### config.mk
export PLATFORM = sky130hd
export DESIGN_NAME = mf3_median
export DESIGN_NICKNAME = d
export VERILOG_FILES = /design/src/rtl/core/mf3_pkg.sv /design/src/rtl/core/mf3_median.sv
export SDC_FILE = /design/constraint.sdc
export NUM_CORES = 1
export LEC_CHECK = 0
export BUFFER_PORTS_ARGS = -buffer_cell sky130_fd_sc_hd__buf_2
export CAP_MARGIN = 20
export CELL_PAD_IN_SITES_DETAIL_PLACEMENT = 0
export CELL_PAD_IN_SITES_GLOBAL_PLACEMENT = 1
export CORE_MARGIN = 2
export CORE_UTILIZATION = 41
export DETAILED_ROUTE_END_ITERATION = 7
export GPL_TIMING_DRIVEN = 0
export PLACE_DENSITY = 0.78
export SLEW_MARGIN = 10
export SYNTH_ARGS = -nofsm -noshare
export SYNTH_HDL_FRONTEND = slang
export SYNTH_SLANG_ARGS = --single-unit
### constraint.sdc
create_clock -name vclk -period 19.1
set_clock_uncertainty 0.1 [all_clocks]
set_input_delay 1.91 -clock vclk [all_inputs]
set_output_delay 1.91 -clock vclk [all_outputs]
set_load 0.01 [all_outputs]
### src/rtl/core/mf3_pkg.sv
// mf3_pkg: shared constants and types of the 3x3 rgb median filter
// no dependencies; used by every module in rtl/core but mf3_ram
package mf3_pkg;

  // line store depth default and window size
  localparam int MAX_WIDTH   = 2048;
  localparam int WINDOW_TAPS = 9;

  // field widths
  localparam int CHAN_W  = 8;
  localparam int PIX_W   = 3 * CHAN_W;
  localparam int FW_W    = 12;   // frame_width register
  localparam int FH_W    = 16;   // frame_height register
  localparam int CFG_W   = 16;   // widest register
  localparam int CFG_IDX_W = 2;
  localparam int ROW_W   = 17;   // row can reach frame_height+1

  // register indexes of the configuration port
  localparam logic [CFG_IDX_W-1:0] CFG_FRAME_WIDTH  = 2'd0;
  localparam logic [CFG_IDX_W-1:0] CFG_FRAME_HEIGHT = 2'd1;

  // reset values of the registers
  localparam int FRAME_WIDTH_RST  = 512;
  localparam int FRAME_HEIGHT_RST = 512;

  // request kinds
  localparam logic REQ_PIXEL = 1'b0;
  localparam logic REQ_FLUSH = 1'b1;

  // compare-exchange pairs of the 19-step median-of-nine network
  localparam int MED_STEPS = 19;
  typedef logic [3:0] tap_idx_t;
  localparam tap_idx_t MED_LO [MED_STEPS] = '{
    4'd1, 4'd4, 4'd7, 4'd0, 4'd3, 4'd6, 4'd1, 4'd4, 4'd7, 4'd0,
    4'd5, 4'd4, 4'd3, 4'd1, 4'd2, 4'd4, 4'd4, 4'd6, 4'd4};
  localparam tap_idx_t MED_HI [MED_STEPS] = '{
    4'd2, 4'd5, 4'd8, 4'd1, 4'd4, 4'd7, 4'd2, 4'd5, 4'd8, 4'd3,
    4'd8, 4'd7, 4'd6, 4'd4, 4'd5, 4'd7, 4'd2, 4'd4, 4'd2};

  typedef logic [WINDOW_TAPS-1:0][CHAN_W-1:0] taps_t;

endpackage

### src/rtl/core/mf3_median.sv
// mf3_median: median of nine 8-bit values by a compare-exchange network
// depends on mf3_pkg
module mf3_median (
  input  mf3_pkg::taps_t              taps_i,
  output logic [mf3_pkg::CHAN_W-1:0]  median_o
);

  mf3_pkg::taps_t v;
  logic [mf3_pkg::CHAN_W-1:0] tmp;

  // about nine compare levels deep; only the middle entry is sorted for sure
  always_comb begin
    v = taps_i;
    tmp = '0;
    for (int s = 0; s < mf3_pkg::MED_STEPS; s++) begin
      if (v[mf3_pkg::MED_LO[s]] > v[mf3_pkg::MED_HI[s]]) begin
        tmp = v[mf3_pkg::MED_LO[s]];
        v[mf3_pkg::MED_LO[s]] = v[mf3_pkg::MED_HI[s]];
        v[mf3_pkg::MED_HI[s]] = tmp;
      end
    end
  end

  assign median_o = v[mf3_pkg::WINDOW_TAPS / 2];

endmodule
# Word level (Yosys, flattened, before mapping)
# Index checks and enable logic that the tools add are counted.
dict set report word_totals {
  elab_cells 40
  out_inout_bits 8
  register_bits 0
  in_bits 72
}
dict set report classes {
  muxes 21
  n_lt_le_gt_ge 19
}
# op count
set ops {}
lappend ops {{greater-than comparator 8 bit} 19}
lappend ops {{two-way mux 16 bit} 9}
lappend ops {{two-way mux 8 bit} 12}

# Logic depth before layout (Yosys ltp)
dict set report depth {
  ltp_word 18
  depth_mapped 100
  mapped_depth_nobuf 91
}

# Worst setup path after synthesis
# No wires, ideal clock.
dict set report synth_timing {
  path_type {input -> output}
  from {input port taps_i[71] (netlist name)}
  to {output port median_o[0] (netlist name)}
  required_ns 17.090
  setup_slack_ns 0.207
  path_buffers 9
  path_stages 87
  arrival_time_ns 16.883
  path_cell_list {inv_1 > ha_1 > nand4_1 > nor2_1 > nor2_1 > nor2_2 > clkbuf_1 > a21oi_1 > ha_1 > nand4_1 > o21ai_0 > o221ai_1 > o21a_1 > buf_6 > clkbuf_1 > o21ai_0 > inv_1 > ha_1 > [51 not listed] > nand4_1 > a211o_1 > o41ai_1 > a21oi_2 > nor2_8 > buf_2 > o21ai_1 > ha_1 > o21a_1 > o21ai_0 > nand2b_1 > a21oi_1 > o21ai_0 > o21a_1 > nand2_1 > inv_1 > o2bb2ai_1 > nor4_1}
}
dict set report synth_between {
  elab_chain_len 18
  word_cells_on_any_way 26
  classes_between {12 x order compare; 14 x mux}
}
# element line_no
set synth_lines {}
lappend synth_lines {{start, declared} mf3_median.sv:4} ;# input mf3_pkg::taps_t taps_i,
lappend synth_lines {{greater-than comparator 8 bit} mf3_median.sv:16} ;# if (v[mf3_pkg::MED_LO[s]] > v[mf3_pkg::MED_HI[s]]) begin
lappend synth_lines {{two-way mux 16 bit *} mf3_median.sv:16}
lappend synth_lines {{greater-than comparator 8 bit} mf3_median.sv:16}
lappend synth_lines {{two-way mux 16 bit} mf3_median.sv:16}
lappend synth_lines {{greater-than comparator 8 bit} mf3_median.sv:16}
lappend synth_lines {{two-way mux 16 bit} mf3_median.sv:16}
lappend synth_lines {{greater-than comparator 8 bit} mf3_median.sv:16}
lappend synth_lines {{two-way mux 8 bit} mf3_median.sv:16}
lappend synth_lines {{[2 not listed]} n/a}
lappend synth_lines {{greater-than comparator 8 bit} mf3_median.sv:16}
lappend synth_lines {{two-way mux 8 bit} mf3_median.sv:16}
lappend synth_lines {{greater-than comparator 8 bit} mf3_median.sv:16}
lappend synth_lines {{two-way mux 8 bit} mf3_median.sv:16}
lappend synth_lines {{greater-than comparator 8 bit} mf3_median.sv:16}
lappend synth_lines {{two-way mux 8 bit} mf3_median.sv:16}
lappend synth_lines {{greater-than comparator 8 bit} mf3_median.sv:16}
lappend synth_lines {{two-way mux 8 bit *} mf3_median.sv:16}
lappend synth_lines {{end, declared} mf3_median.sv:5} ;# output logic [mf3_pkg::CHAN_W-1:0] median_o
# Every way passes the cells marked *; elsewhere a longest branch is shown, timed or not.

# Worst setup path in the final report
dict set report layout_timing {
  from {input port taps_i[65] (netlist name)}
  to {output port median_o[7] (netlist name)}
}
# The elaborated chain is that of the path after synthesis.

==> out/qor.txt <==
Max-slew violations -> 0
Most common cell after layout, fill and taps aside -> ha_1
Max Clock Freq -> 0.0539 GHz
Initial antenna violation count -> 0
Cell count after synthesis -> 1026
Number of global-route vias before repair -> 7000
Crit share post-route -> 97.1%
Row cnt -> 47
Pre-CTS WS -> -2.75 ns
CP Class -> in2out
# DRC -> 0
Drt pass-1 iters -> 5
Fin util -> 56.5%
CP Max Fanout -> 10
Critical Path Max Stage Delay -> 0.58 ns
CLK BUF -> 0
Post-detail-place hpwl -> 18000 um
Initial DRC Count -> 428
Routed WL -> 23100 um
Layout area overhead -> 35.0%
Syn Area/Cell -> 6.74 um2
GRT met2 Usage -> 39.9%
Gp weighted congestion -> 0.936
Grt ovf -> 0
Seq/Total Area, Yosys -> 0%
Fin worst setup slack -> 0.562 ns
Yosys Warn Count -> 0
Fill cells -> 1600
Tightest Pin Transition -> 0.883 ns
Ratio of cells with drive above 1 in the final layout -> 31.8%
Fin cells -> 1405
Final sequential cell count -> 0
Pin count of the biggest net entering global routing -> 13
Critical Path Source Type -> primary input
CP Capture Type -> output port
Hold path depth -> 6
GRT Max-Usage Layer -> met2
Hold wc startpoint -> taps_i[53]
Average vias per placed instance -> 5.66
Synth unique cells -> 67
CP dominant cell by count -> o21ai_2
Core Box Area -> 16500 um2
Placement Cell Area -> 7590 um2
Die Width -> 134 um
Syn nets -> 1245
GRT Util Overall -> 23.2%
# placed instances -> 1326
Die height -> 134 um
CP max stage cell -> or4_4
Die ar. -> 17900 um2
Via count -> 7955
Data required, critical path -> 17.09 ns
First-pass GRT wire length -> 34500 um
PortBufs -> 80
Fin crit period -> 18.54 ns
Wirelength per Cell -> 16.5 um
Reg area -> 0 um2
Synthesized area -> 6910 um2
Initial Util -> 41.8%
ANT nets after route -> 0
HP Class -> in2out
Final setup fails -> 0
Post-route cell area -> 9330 um2
Met3 usage -> 1.28%
N_diodes -> 0
CP arrival -> 16.53 ns
Most frequent cells in the layout -> ha_1, nand2_1, a21oi_1, nor2_1, buf_2
Status -> complete, no violations
Met1 Resource Use GR -> 33.1%
Hold EP -> median_o[5]
# Max-Cap Violations -> 0
Slew Limit Headroom -> 40.5%
Num ports -> 80
Final Hold Violating Endpoints -> 0
Final #Nets -> 1406
==> cell usage after synthesis (all sizes together) (12+ instances only) <==
library cell,count,share of area (%)
a21o,31,3.4
a21oi,119,8.7
and3,12,1.1
clkbuf,27,1.5
ha,147,27
inv,88,4.8
mux2,28,4.7
mux2i,53,7.7
nand2,95,5.2
nand2b,17,1.5
nand3,33,2.5
nand4,14,1.3
nor2,97,5.7
nor2b,15,1.4
nor3,13,0.94
o21a,33,3.6
o21ai,105,7.7
==> logic make-up (layout without fill, tap and decap cells) <==
logic type,after synthesis,in the layout,share of synthesized area [%]
xor+xnor,2,2,0.253
simple gates,329,330,22.8
buf+inv,124,282,7.08
mux,81,81,12.3
compound gates,343,343,31.0
fa+ha+maj,147,147,26.6
==> per-stage QoR <==
step	hold WS, ns	setup TNS [ns]
CTS	4.55	0
detailed placement	4.54	-20.79
global route	4.64	-0.446
finish	4.56	0
floorplan	4.20	0
global placement	4.56	-20.39
==> worst max-delay path by stage <==
stage	startpoint	to	slack [ns]	depth (start not counted)
floorplan	taps_i[71]	median_o[0]	0.21	87
global placement	taps_i[39]	median_o[3]	-2.69	95
detailed placement	taps_i[41]	median_o[3]	-2.75	96
CTS	taps_i[33]	median_o[7]	0.03	94
global route	taps_i[71]	median_o[7]	-0.14	95
finish	taps_i[65]	median_o[7]	0.56	93
==> timing repair <==
action                                  in CTS  in global routing
setup buffers                               31                 48
endpoints found under the setup margin       8                  8
pin swaps                                   19                 74
gates cloned                                 1                  3
resized for setup                          108                173
hold buffers                                 0                  0
==> routing by layer <==
layer  part of all wire, %  routed length, um  vias up
met3                   5.1               1190       22
met5                     0                  0        -
met4                   1.8                421        0
li1                      -                  -     4063
met1                    47              10800     3635
met2                    46              10700      235
==> worst max-delay path, delay by kind of cell <==
family,cells,cell delay [ns]
AOI/OAI and AO/OA,39,5.30
adders and majority gates,9,2.20
buffers and inverters,12,1.48
muxes,2,0.64
and+or+nand+nor,31,5.03
==> area by class of cell <==
cell class                 count  area, um2  share of cell area (%)
multi-input combinational    903       7400                    79.3
timing repair buffer         161       1050                    11.2
inverter                      88        338                    3.62
tap                          220        275                    2.95
buffer                        33        272                    2.91
Power is not shown: default switching activity piles up to over one toggle a cycle in this logic, so the estimate is an artifact.
